[src/rtl/lec_pkg.sv]
// shared types, constants and codes of the line ending converter
`timescale 1ns / 1ps

package lec_pkg;

  localparam int LineCountWidthDefault = 32;
  localparam int QueueDepthDefault     = 2;
  localparam int MaxResults            = 8;
  localparam int ResIdxWidth           = $clog2(MaxResults);
  localparam int ResCntWidth           = $clog2(MaxResults + 1);
  localparam int LineOutWidth          = 32;
  localparam int CfgAddrWidth          = 4;
  localparam int CfgDataWidth          = 32;

  localparam logic [7:0] CharCr    = 8'h0D;
  localparam logic [7:0] CharLf    = 8'h0A;
  localparam logic [7:0] CharQuote = 8'h22;

  localparam logic KindData = 1'b0;
  localparam logic KindEnd  = 1'b1;

  typedef enum logic [2:0] {
    StRunning     = 3'd0,
    StDone        = 3'd1,
    StCrInLf      = 3'd2,
    StLfNoCr      = 3'd3,
    StNoLfAfterCr = 3'd4,
    StEndAfterCr  = 3'd5,
    StEndInQuotes = 3'd6
  } status_t;

  typedef enum logic [1:0] {
    RegToLfOnly        = 2'd0,
    RegBomHandling     = 2'd1,
    RegKeepQuotedBreak = 2'd2,
    RegNoFinalNewline  = 2'd3
  } reg_idx_t;

  typedef struct packed {
    logic to_lf_only;
    logic bom_handling;
    logic keep_quoted_breaks;
    logic no_final_newline;
  } cfg_t;

  typedef struct packed {
    logic [7:0] data;
    logic       has;
  } entry_t;

  // one request's worth of results, handed from front to back
  typedef struct packed {
    entry_t [MaxResults-1:0]  ent;
    logic [ResIdxWidth-1:0]   last_idx;
    status_t                  status;
    logic [LineOutWidth-1:0]  line;
  } desc_t;

  function automatic logic [7:0] bom_byte(input logic [1:0] idx);
    logic [7:0] b;
    case (idx)
      2'd0:    b = 8'hEF;
      2'd1:    b = 8'hBB;
      2'd2:    b = 8'hBF;
      default: b = 8'h00;
    endcase
    return b;
  endfunction

endpackage

[src/rtl/lec_cfg_regs.sv]
// configuration register bank behind the apb-style port
`timescale 1ns / 1ps

module lec_cfg_regs (
  input  logic                            clk,
  input  logic                            rst,
  input  logic                            psel,
  input  logic                            penable,
  input  logic                            pwrite,
  input  logic [lec_pkg::CfgAddrWidth-1:0] paddr,
  input  logic [lec_pkg::CfgDataWidth-1:0] pwdata,
  output logic [lec_pkg::CfgDataWidth-1:0] prdata,
  output logic                            pready,
  output lec_pkg::cfg_t                   cfg
);
  import lec_pkg::*;

  reg_idx_t idx;
  logic     wr_en;
  logic     rd_bit;

  assign idx    = reg_idx_t'(paddr[3:2]);
  assign pready = 1'b1;
  assign wr_en  = psel && penable && pwrite && pready;

  always_ff @(posedge clk) begin
    if (rst) begin
      cfg.to_lf_only         <= 1'b1;
      cfg.bom_handling       <= 1'b1;
      cfg.keep_quoted_breaks <= 1'b0;
      cfg.no_final_newline   <= 1'b0;
    end else if (wr_en) begin
      case (idx)
        RegToLfOnly:        cfg.to_lf_only         <= pwdata[0];
        RegBomHandling:     cfg.bom_handling       <= pwdata[0];
        RegKeepQuotedBreak: cfg.keep_quoted_breaks <= pwdata[0];
        RegNoFinalNewline:  cfg.no_final_newline   <= pwdata[0];
        default: ;
      endcase
    end
  end

  always_comb begin
    case (idx)
      RegToLfOnly:        rd_bit = cfg.to_lf_only;
      RegBomHandling:     rd_bit = cfg.bom_handling;
      RegKeepQuotedBreak: rd_bit = cfg.keep_quoted_breaks;
      RegNoFinalNewline:  rd_bit = cfg.no_final_newline;
      default:            rd_bit = 1'b0;
    endcase
  end

  assign prdata = {{(CfgDataWidth-1){1'b0}}, rd_bit};

endmodule

[src/rtl/lec_front.sv]
// front end: stream state, byte classification and result list building
`timescale 1ns / 1ps

module lec_front #(
  parameter int LINE_COUNT_WIDTH = lec_pkg::LineCountWidthDefault
) (
  input  logic           clk,
  input  logic           rst,
  input  lec_pkg::cfg_t  cfg,
  input  logic           acc,
  input  logic           kind,
  input  logic [7:0]     in_byte,
  output logic           q_push,
  output lec_pkg::desc_t q_desc
);
  import lec_pkg::*;

  localparam int WideW = (LINE_COUNT_WIDTH > LineOutWidth) ? LINE_COUNT_WIDTH
                                                            : LineOutWidth + 1;

  // stream state
  logic [1:0]                  hm, hm_next;
  logic                        hp, hp_next;
  logic                        inq, inq_next;
  logic                        pcr, pcr_next;
  logic                        nt, nt_next;
  logic                        failed, failed_next;
  status_t                     fcode, fcode_next;
  logic [LINE_COUNT_WIDTH-1:0] lc, lc_next, lc_inc, lc_show;

  entry_t [MaxResults-1:0]     ent;
  logic [ResCntWidth-1:0]      n;
  status_t                     st;
  logic                        quoted;
  logic                        body;
  logic [WideW-1:0]            lc_wide;

  assign lc_inc = (lc == '1) ? lc : lc + LINE_COUNT_WIDTH'(1);

  always_comb begin
    hm_next     = hm;
    hp_next     = hp;
    inq_next    = inq;
    pcr_next    = pcr;
    nt_next     = nt;
    failed_next = failed;
    fcode_next  = fcode;
    lc_next     = lc;
    ent         = '0;
    n           = '0;
    st          = StRunning;
    body        = 1'b0;
    quoted      = cfg.keep_quoted_breaks && inq;

    if (kind == KindEnd) begin
      if (failed) begin
        st = fcode;
        n  = n + 1'b1;
      end else if (hp) begin
        for (int i = 0; i < 3; i++) begin
          if (2'(i) < hm) begin
            ent[n[ResIdxWidth-1:0]] = '{data: bom_byte(2'(i)), has: 1'b1};
            n = n + 1'b1;
          end
        end
        st = StDone;
        n  = n + 1'b1;
      end else if (pcr) begin
        st = StEndAfterCr;
        n  = n + 1'b1;
      end else if (quoted) begin
        st = StEndInQuotes;
        n  = n + 1'b1;
      end else begin
        if (!cfg.no_final_newline && nt) begin
          if (!cfg.to_lf_only) begin
            ent[n[ResIdxWidth-1:0]] = '{data: CharCr, has: 1'b1};
            n = n + 1'b1;
          end
          ent[n[ResIdxWidth-1:0]] = '{data: CharLf, has: 1'b1};
          n = n + 1'b1;
        end
        st = StDone;
        n  = n + 1'b1;
      end
    end else if (!failed) begin
      if (hp) begin
        if (hm != 2'd3 && in_byte == bom_byte(hm)) begin
          hm_next = hm + 2'd1;
          if (hm == 2'd2) begin
            hp_next = 1'b0;
            if (!(cfg.to_lf_only && cfg.bom_handling)) begin
              for (int i = 0; i < 3; i++) begin
                ent[n[ResIdxWidth-1:0]] = '{data: bom_byte(2'(i)), has: 1'b1};
                n = n + 1'b1;
              end
              nt_next = 1'b1;
            end
          end
        end else begin
          // header mismatch: optional bom, replay of matched bytes, then the byte
          hp_next = 1'b0;
          if (!cfg.to_lf_only && cfg.bom_handling) begin
            for (int i = 0; i < 3; i++) begin
              ent[n[ResIdxWidth-1:0]] = '{data: bom_byte(2'(i)), has: 1'b1};
              n = n + 1'b1;
            end
            nt_next = 1'b1;
          end
          for (int i = 0; i < 3; i++) begin
            if (2'(i) < hm) begin
              ent[n[ResIdxWidth-1:0]] = '{data: bom_byte(2'(i)), has: 1'b1};
              n = n + 1'b1;
              nt_next = 1'b1;
            end
          end
          body = 1'b1;
        end
      end else begin
        body = 1'b1;
      end

      if (body) begin
        if (pcr) begin
          if (in_byte != CharLf) begin
            st          = StNoLfAfterCr;
            n           = n + 1'b1;
            failed_next = 1'b1;
            fcode_next  = StNoLfAfterCr;
          end else begin
            pcr_next = 1'b0;
            ent[n[ResIdxWidth-1:0]] = '{data: CharLf, has: 1'b1};
            n       = n + 1'b1;
            nt_next = 1'b0;
            lc_next = lc_inc;
          end
        end else if (in_byte == CharQuote) begin
          inq_next = !inq;
          ent[n[ResIdxWidth-1:0]] = '{data: in_byte, has: 1'b1};
          n       = n + 1'b1;
          nt_next = 1'b1;
        end else if (in_byte == CharCr) begin
          if (quoted) begin
            ent[n[ResIdxWidth-1:0]] = '{data: in_byte, has: 1'b1};
            n       = n + 1'b1;
            nt_next = 1'b1;
          end else if (!cfg.to_lf_only) begin
            st          = StCrInLf;
            n           = n + 1'b1;
            failed_next = 1'b1;
            fcode_next  = StCrInLf;
          end else begin
            pcr_next = 1'b1;
          end
        end else if (in_byte == CharLf) begin
          if (quoted) begin
            ent[n[ResIdxWidth-1:0]] = '{data: in_byte, has: 1'b1};
            n       = n + 1'b1;
            nt_next = 1'b0;
          end else if (cfg.to_lf_only) begin
            st          = StLfNoCr;
            n           = n + 1'b1;
            failed_next = 1'b1;
            fcode_next  = StLfNoCr;
          end else begin
            ent[n[ResIdxWidth-1:0]] = '{data: CharCr, has: 1'b1};
            n = n + 1'b1;
            ent[n[ResIdxWidth-1:0]] = '{data: CharLf, has: 1'b1};
            n       = n + 1'b1;
            nt_next = 1'b0;
            lc_next = lc_inc;
          end
        end else begin
          ent[n[ResIdxWidth-1:0]] = '{data: in_byte, has: 1'b1};
          n       = n + 1'b1;
          nt_next = 1'b1;
        end
      end
    end
  end

  // line number shown with this request's results, saturated to the port width
  assign lc_show = (kind == KindEnd) ? lc : lc_next;
  assign lc_wide = WideW'(lc_show);

  always_comb begin
    q_desc.ent      = ent;
    q_desc.last_idx = ResIdxWidth'(n - 1'b1);
    q_desc.status   = st;
    q_desc.line     = (lc_wide[WideW-1:LineOutWidth] != '0) ? '1
                                                           : lc_wide[LineOutWidth-1:0];
  end

  assign q_push = acc && (n != '0);

  always_ff @(posedge clk) begin
    if (rst) begin
      hm     <= 2'd0;
      hp     <= 1'b1;
      inq    <= 1'b0;
      pcr    <= 1'b0;
      nt     <= 1'b1;
      failed <= 1'b0;
      fcode  <= StRunning;
      lc     <= LINE_COUNT_WIDTH'(1);
    end else if (acc) begin
      if (kind == KindEnd) begin
        hm     <= 2'd0;
        hp     <= 1'b1;
        inq    <= 1'b0;
        pcr    <= 1'b0;
        nt     <= 1'b1;
        failed <= 1'b0;
        fcode  <= StRunning;
        lc     <= LINE_COUNT_WIDTH'(1);
      end else begin
        hm     <= hm_next;
        hp     <= hp_next;
        inq    <= inq_next;
        pcr    <= pcr_next;
        nt     <= nt_next;
        failed <= failed_next;
        fcode  <= fcode_next;
        lc     <= lc_next;
      end
    end
  end

endmodule

[src/rtl/lec_queue.sv]
// short request queue between front and back
`timescale 1ns / 1ps

module lec_queue #(
  parameter int QUEUE_DEPTH = lec_pkg::QueueDepthDefault
) (
  input  logic           clk,
  input  logic           rst,
  input  logic           push,
  input  lec_pkg::desc_t wdata,
  output logic           full,
  input  logic           pop,
  output lec_pkg::desc_t rdata,
  output logic           empty
);
  import lec_pkg::*;

  localparam int PtrW = (QUEUE_DEPTH > 1) ? $clog2(QUEUE_DEPTH) : 1;
  localparam int CntW = $clog2(QUEUE_DEPTH + 1);

  desc_t            slots [QUEUE_DEPTH];
  logic [PtrW-1:0]  wr_ptr, rd_ptr;
  logic [CntW-1:0]  count;
  logic             do_push, do_pop;

  assign full    = (count == CntW'(QUEUE_DEPTH));
  assign empty   = (count == '0);
  assign do_push = push && !full;
  assign do_pop  = pop && !empty;
  assign rdata   = slots[rd_ptr];

  always_ff @(posedge clk) begin
    if (do_push) begin
      slots[wr_ptr] <= wdata;
    end
  end

  always_ff @(posedge clk) begin
    if (rst) begin
      wr_ptr <= '0;
      rd_ptr <= '0;
      count  <= '0;
    end else begin
      if (do_push) begin
        wr_ptr <= (wr_ptr == PtrW'(QUEUE_DEPTH - 1)) ? '0 : wr_ptr + 1'b1;
      end
      if (do_pop) begin
        rd_ptr <= (rd_ptr == PtrW'(QUEUE_DEPTH - 1)) ? '0 : rd_ptr + 1'b1;
      end
      if (do_push && !do_pop) begin
        count <= count + 1'b1;
      end else if (do_pop && !do_push) begin
        count <= count - 1'b1;
      end
    end
  end

endmodule

[src/rtl/lec_back.sv]
// back end: holds one request and hands out its results one per pop
`timescale 1ns / 1ps

module lec_back (
  input  logic           clk,
  input  logic           rst,
  input  lec_pkg::desc_t q_data,
  input  logic           q_empty,
  output logic           q_pop,
  output logic [7:0]     out_byte,
  output logic           has_byte,
  output logic [2:0]     status,
  output logic [31:0]    line_number,
  output logic           last,
  output logic           empty,
  input  logic           pop
);
  import lec_pkg::*;

  desc_t                  cur;
  logic                   cur_valid;
  logic [ResIdxWidth-1:0] idx;
  logic                   take;
  logic                   at_last;
  entry_t                 e;

  assign at_last = (idx == cur.last_idx);
  assign take    = cur_valid && pop;
  assign q_pop   = !q_empty && (!cur_valid || (take && at_last));

  always_ff @(posedge clk) begin
    if (q_pop) begin
      cur <= q_data;
    end
  end

  always_ff @(posedge clk) begin
    if (rst) begin
      cur_valid <= 1'b0;
      idx       <= '0;
    end else begin
      if (take && !at_last) begin
        idx <= idx + 1'b1;
      end else if (take || q_pop) begin
        idx <= '0;
      end
      if (q_pop) begin
        cur_valid <= 1'b1;
      end else if (take && at_last) begin
        cur_valid <= 1'b0;
      end
    end
  end

  assign e           = cur.ent[idx];
  assign out_byte    = e.data;
  assign has_byte    = e.has;
  assign status      = e.has ? StRunning : cur.status;
  assign line_number = cur.line;
  assign last        = at_last;
  assign empty       = !cur_valid;

endmodule

[src/rtl/line_ending_converter_unit.sv]
// top level of the crlf / lf line ending converter with utf-8 bom handling
//
//   channel   handshake          payload
//   input     push / full        kind, in_byte
//   results   pop / empty        out_byte, has_byte, status, line_number, last
//   config    psel/penable/...   paddr (byte address 4*index), pwdata, prdata
//
// the front takes one request per cycle while full is low and turns it into
// a list of up to eight results in the same cycle; the back hands them out
// one per pop. a request yielding n results holds the back for n pops, so
// while pop is held high byte-for-byte traffic runs at one request per cycle
// and bursts (bom, replay, crlf) drain at one result per cycle; full rises
// only when the request queue is full; requests that yield nothing (matched
// bom bytes, held cr, dropped bytes after an error) never enter the queue
// reset is synchronous and returns registers and the stream to their start
`timescale 1ns / 1ps

module line_ending_converter_unit #(
  parameter int LINE_COUNT_WIDTH = lec_pkg::LineCountWidthDefault,
  parameter int QUEUE_DEPTH      = lec_pkg::QueueDepthDefault
) (
  input  logic                             clk,
  input  logic                             rst,
  // input side
  input  logic                             push,
  output logic                             full,
  input  logic                             kind,
  input  logic [7:0]                       in_byte,
  // result side
  input  logic                             pop,
  output logic                             empty,
  output logic [7:0]                       out_byte,
  output logic                             has_byte,
  output logic [2:0]                       status,
  output logic [31:0]                      line_number,
  output logic                             last,
  // configuration port
  input  logic                             psel,
  input  logic                             penable,
  input  logic                             pwrite,
  input  logic [lec_pkg::CfgAddrWidth-1:0] paddr,
  input  logic [lec_pkg::CfgDataWidth-1:0] pwdata,
  output logic [lec_pkg::CfgDataWidth-1:0] prdata,
  output logic                             pready
);
  import lec_pkg::*;

  cfg_t  cfg;
  logic  acc;
  logic  q_push, q_full, q_pop, q_empty;
  desc_t q_wdata, q_rdata;

  // a request is taken whenever the queue has room
  assign full = q_full;
  assign acc  = push && !q_full;

  lec_cfg_regs u_cfg (
    .clk     (clk),
    .rst     (rst),
    .psel    (psel),
    .penable (penable),
    .pwrite  (pwrite),
    .paddr   (paddr),
    .pwdata  (pwdata),
    .prdata  (prdata),
    .pready  (pready),
    .cfg     (cfg)
  );

  // stream state and classification
  lec_front #(
    .LINE_COUNT_WIDTH (LINE_COUNT_WIDTH)
  ) u_front (
    .clk     (clk),
    .rst     (rst),
    .cfg     (cfg),
    .acc     (acc),
    .kind    (kind),
    .in_byte (in_byte),
    .q_push  (q_push),
    .q_desc  (q_wdata)
  );

  // decouples the front from stalls on the result side
  lec_queue #(
    .QUEUE_DEPTH (QUEUE_DEPTH)
  ) u_queue (
    .clk   (clk),
    .rst   (rst),
    .push  (q_push),
    .wdata (q_wdata),
    .full  (q_full),
    .pop   (q_pop),
    .rdata (q_rdata),
    .empty (q_empty)
  );

  // result sequencing
  lec_back u_back (
    .clk         (clk),
    .rst         (rst),
    .q_data      (q_rdata),
    .q_empty     (q_empty),
    .q_pop       (q_pop),
    .out_byte    (out_byte),
    .has_byte    (has_byte),
    .status      (status),
    .line_number (line_number),
    .last        (last),
    .empty       (empty),
    .pop         (pop)
  );

endmodule
[config.mk]
export PLATFORM = sky130hd
export DESIGN_NAME = line_ending_converter_unit
export DESIGN_NICKNAME = d
export VERILOG_FILES = /design/src/rtl/lec_pkg.sv /design/src/rtl/lec_cfg_regs.sv /design/src/rtl/lec_front.sv /design/src/rtl/lec_queue.sv /design/src/rtl/lec_back.sv /design/src/rtl/line_ending_converter_unit.sv
export SDC_FILE = /design/constraint.sdc
export NUM_CORES = 1
export LEC_CHECK = 0
export ABC_AREA = 1
export ABC_CLOCK_PERIOD_IN_PS = 12100
export BUFFER_PORTS_ARGS = -buffer_cell sky130_fd_sc_hd__clkbuf_2
export CELL_PAD_IN_SITES_DETAIL_PLACEMENT = 0
export CELL_PAD_IN_SITES_GLOBAL_PLACEMENT = 2
export CORE_ASPECT_RATIO = 1.5
export CORE_UTILIZATION = 36
export DETAILED_ROUTE_END_ITERATION = 8
export GPL_TIMING_DRIVEN = 0
export PLACE_DENSITY = 0.84
export SKIP_CTS_REPAIR_TIMING = 1
export SYNTH_ARGS = -nofsm -noshare
export SYNTH_HDL_FRONTEND = slang
export SYNTH_SLANG_ARGS = --single-unit
[constraint.sdc]
create_clock -name clk -period 12.1 [get_ports clk]
set_input_delay 2.42 -clock clk [delete_from_list [all_inputs] [get_ports clk]]
set_output_delay 2.42 -clock clk [all_outputs]
set_load 0.01 [all_outputs]
==> metrics.sh <==
MIN_PERIOD_OVER_PERIOD_PCT=58.2
FINAL_SETUP_VIOLATION_COUNT=0
DIE_W_UM=199
MOSTFREQUENTLAYOUTCELLS='665 x sky130_fd_sc_hd__nand2_1, 330 x sky130_fd_sc_hd__edfxtp_1, 206 x sky130_fd_sc_hd__nor2_1'
PLACE.GP.CONGESTION=0.947
SYNTHARSTFLOPSHARE_PCT=0
TIGHTEST_SLEW_PS=1140
VDD_DROP_MAX_uV=145
CP_DATA_ARRIVAL_TIME_PS=7280
WORST_CLOCK_SKEW_PS=30.6
PORT-BUFFER-COUNT=60
WORST_SETUP_HOLD_PATH_CLK_SLEW_PS=60
MAX_CLOCK_FREQ_MHz=142
CRITPATHREQUIREDTIME_PS=12340
LAYOUT.CELLS.MOST_COMMON='sky130_fd_sc_hd__nand2_1'
CLK-INSERTION-DELAY-LATE_PS=570
DPL_WS_PS=4500
CRITPATHCAPTURETYPE='flop'
CLK_ROOT_BUFFER_CELL='sky130_fd_sc_hd__clkbuf_16'
COREAREA_SQ_MM=0.0578
TIMING.FINAL.WS_SETUP_PS=5050
P_PER_AREA_mW_PER_MM2=206
DIE_H_UM=298
POSTSYNTHREGISTERBITS=384
REGTOREGSTARTPOINT='u_front.hm[1]$_SDFFE_PP0P_'
TRITONCTS.NUM_BUFFERS=38
STARTPOINT='in_byte[2]'
SYNTH.CELL_AREA_SQ_MM=0.0210
NETLIST_INSTANCES=2437
AVGVIACOUNTPERCELL=5.35
ENDPOINT_OF_THE_WORST_HOLD_TIMING_PATH='u_front.fcode[0]$_SDFFE_PP0P_'
SYNTH_SEQUENTIAL_AREA_RATIO_PCT=52.2
WORST_R2R_PATH_DEPTH=29
GLOBALROUTETOTALUTIL_PCT=26.5
SLEW_HEADROOM_PCT=24.3
DETAIL_ROUTE.DRC_VIOLATIONS=0
GRT_START_MAX_NET_PINS=58
DETAIL-ROUTE-ANTENNA-NETS=0
CTS.PATH.MAX_BUFFERS=3
CRITICAL-PATH-TOP-CELL-BY-COUNT='sky130_fd_sc_hd__nand2_1'
SYNTH_ENABLE_FLOP_CELLS=330
HTREE_NUM_LEVELS=2
REG2REG_TO='u_queue.slots[0][70]$_DFFE_PP_'
WIRE_LENGTH_OF_THE_FIRST_GLOBAL_ROUTING_PASS_UM=113000
TIMING.FINAL.MAX_SLEW_VIOLATIONS=0
TIMING.CRITICAL_PATH.FROM_TYPE='input pin'
FINAL_UTIL_PCT=41.3
SYN-MEAN-INSTANCE-AREA_SQ_UM=8.63
FRACTION_OF_FINAL_LAYOUT_CELLS_SIZED_BEYOND_DRIVE_STRENGTH_1_PCT=11.9
SYNTH.LIB_CELLS_USED.DISTINCT=66
SYNTH_FLOP_CELL='sky130_fd_sc_hd__edfxtp_1'
LAYOUT.NETS=2647
REG2REG_SLACK_PS=5680
TRITONCTS_CLOCK_TREE='done'
FLOORPLAN.IO_PINS=132
POST-ROUTE-CELL-AREA_SQ_MM=0.0239
SLOWEST_LIBRARY_CELL_ON_THE_WORST_PATH='sky130_fd_sc_hd__nor2_4'
TIMING_HOLD_VIOLATIONS_FINAL=0
DETAIL_PLACEMENT_HPWL_UM=60300
STATUS='complete, no violations'
ROUTED-VIA-COUNT=18000
ROUTED_WL_UM=78800
CRITPATHMAXFANOUT=32
AREA_GROWTH_PCT=13.5
FP.DIEAREA_SQ_MM=0.0594
NUM_ANTENNA_CELLS=0
PLACEDINSTANCEAREA_SQ_MM=0.0226
INITIALDRTVIOLATIONCOUNT=1481
GRT_SETUP_UNREPAIRED='no'
FLOORPLAN.ROWS=108
NUMCLOCKSINKS=384
DRT_FIRST_PASS_ITERS=7
LEAKAGE_nW=9.74
GLOBALROUTEOVERFLOWTOTAL=0
YOSYSWARNINGS=0
HOLD_DEPTH=2
POST_DRT_WL_PER_CELL_UM=23.4
CRIT_PATH_MAX_INCR_DELAY_PS=580
HOLDCRITSTARTPOINT='u_front.fcode[0]$_SDFFE_PP0P_'
GRT_ANTENNA_BEFORE_REPAIR=0
FINAL.MIN_CLOCK_PERIOD_PS=7050
FIRST_GLOBAL_VIAS=16900
MAX_CAP_VIOLATIONS=0
SETUP.WORST_PATH.CLASS='in -> reg'
WORSTHOLDPATHTYPE='reg -> reg'
INITIAL_CORE_UTIL_PCT=36.4
-- flip-flops by register name, indices dropped and copies added, names as in the netlist, 2 cells and up --
register            cells
u_front.fcode           3
u_back.line_number     32
u_back.idx              3
u_queue.slots         220
u_front.hm              2
u_front.lc             32
u_cfg.cfg               4
u_queue.count           2
u_back.cur             78
-- power breakdown --
group	total (mW)	switching, mW	internal, mW
sequential	2.06	0.119	1.95
clock	1.23	0.519	0.707
combinational	1.64	1.17	0.474
-- critical path, delay by kind of cell --
kind	cells	cell delay (ps)
buffers and inverters	8	1660
and+or+nand+nor	15	2390
adders and majority gates	2	500
AOI/OAI and AO/OA	2	250
-- cell type report --
cell class	instances	area [sq um]
Tap cell	770	963
Multi-Input combinational cell	1704	8400
Sequential cell	384	11000
Clock inverter	25	295
Inverter	198	757
Clock buffer	44	995
Timing Repair Buffer	67	463
Fill cell	5893	34000
Buffer	181	1020
-- metrics by stage --
stage	hold WS, ps	total power [mW]	TNS, ps	instances
2_1_floorplan	436	3.09	0	2467
3_3_place_gp	449	3.73	-177680	3297
3_5_place_dp	458	3.73	0	3304
4_1_cts	467	4.96	0	3373
5_1_grt	483	5.19	0	3373
6_report	467	4.93	0	3373
-- worst max path at each step --
stage | slack [ps] | cells past startpoint | end
detailed placement | 4500 | 27 | u_queue.slots[0][56]$_DFFE_PP_
CTS | 5070 | 27 | u_queue.slots[0][54]$_DFFE_PP_
floorplan | 1990 | 23 | u_queue.slots[0][0]$_DFFE_PP_
global route | 4800 | 27 | u_queue.slots[0][58]$_DFFE_PP_
finish | 5050 | 27 | u_queue.slots[0][70]$_DFFE_PP_
global placement | -1630 | 25 | u_queue.slots[0][57]$_DFFE_PP_
-- synthesized netlist by cell type (9+ instances only) --
library cell                count  area [sq um]
sky130_fd_sc_hd__dfxtp_1       54          1080
sky130_fd_sc_hd__nor3_1        25           125
sky130_fd_sc_hd__inv_1        177           664
sky130_fd_sc_hd__nand3_1      103           515
sky130_fd_sc_hd__o21ai_0      199           996
sky130_fd_sc_hd__nand4_1       34           213
sky130_fd_sc_hd__nor4_1         9          56.3
sky130_fd_sc_hd__o22ai_1       24           150
sky130_fd_sc_hd__edfxtp_1     330          9910
sky130_fd_sc_hd__o221ai_1      12           105
sky130_fd_sc_hd__clkbuf_1      66           248
sky130_fd_sc_hd__a21oi_1      133           666
sky130_fd_sc_hd__buf_2         19          95.1
sky130_fd_sc_hd__o21ai_1       21           105
sky130_fd_sc_hd__buf_1         16          60.1
sky130_fd_sc_hd__buf_4         74           556
sky130_fd_sc_hd__xor2_1        26           228
sky130_fd_sc_hd__a211oi_1      12          90.1
sky130_fd_sc_hd__o211ai_1      25           188
sky130_fd_sc_hd__nand2_2       14          87.6
sky130_fd_sc_hd__a31oi_1       23           144
sky130_fd_sc_hd__ha_1          20           250
sky130_fd_sc_hd__nor2_2        10          62.6
sky130_fd_sc_hd__nand2_1      665          2500
sky130_fd_sc_hd__inv_2         12          45.0
sky130_fd_sc_hd__o2111ai_1     10          87.6
sky130_fd_sc_hd__nor2_1       207           777
-- logic make-up (layout without fill, tap and decap cells) --
| family | Yosys count | in the layout | share of synthesized area [%] |
|---|---|---|---|
| AO/OA/AOI/OAI | 517 | 517 | 14.4 |
| flip-flops | 384 | 384 | 52.2 |
| AND/OR/NAND/NOR | 1101 | 1101 | 22.3 |
| buffers and inverters | 379 | 515 | 8.42 |
| adder cells (fa/ha/maj) | 21 | 21 | 1.28 |
| XOR/XNOR | 33 | 33 | 1.37 |
| other | 2 | 32 | 0.0357 |
-- layer usage --
metal / GRT usage (%) / routed length (um)
met4: 14.6 / 4830
met3: 3.45 / 4560
met2: 44.1 / 37400
met5: 0 / 0
met1: 32.9 / 32000
Note: power is estimated with default switching activity, not from simulation.
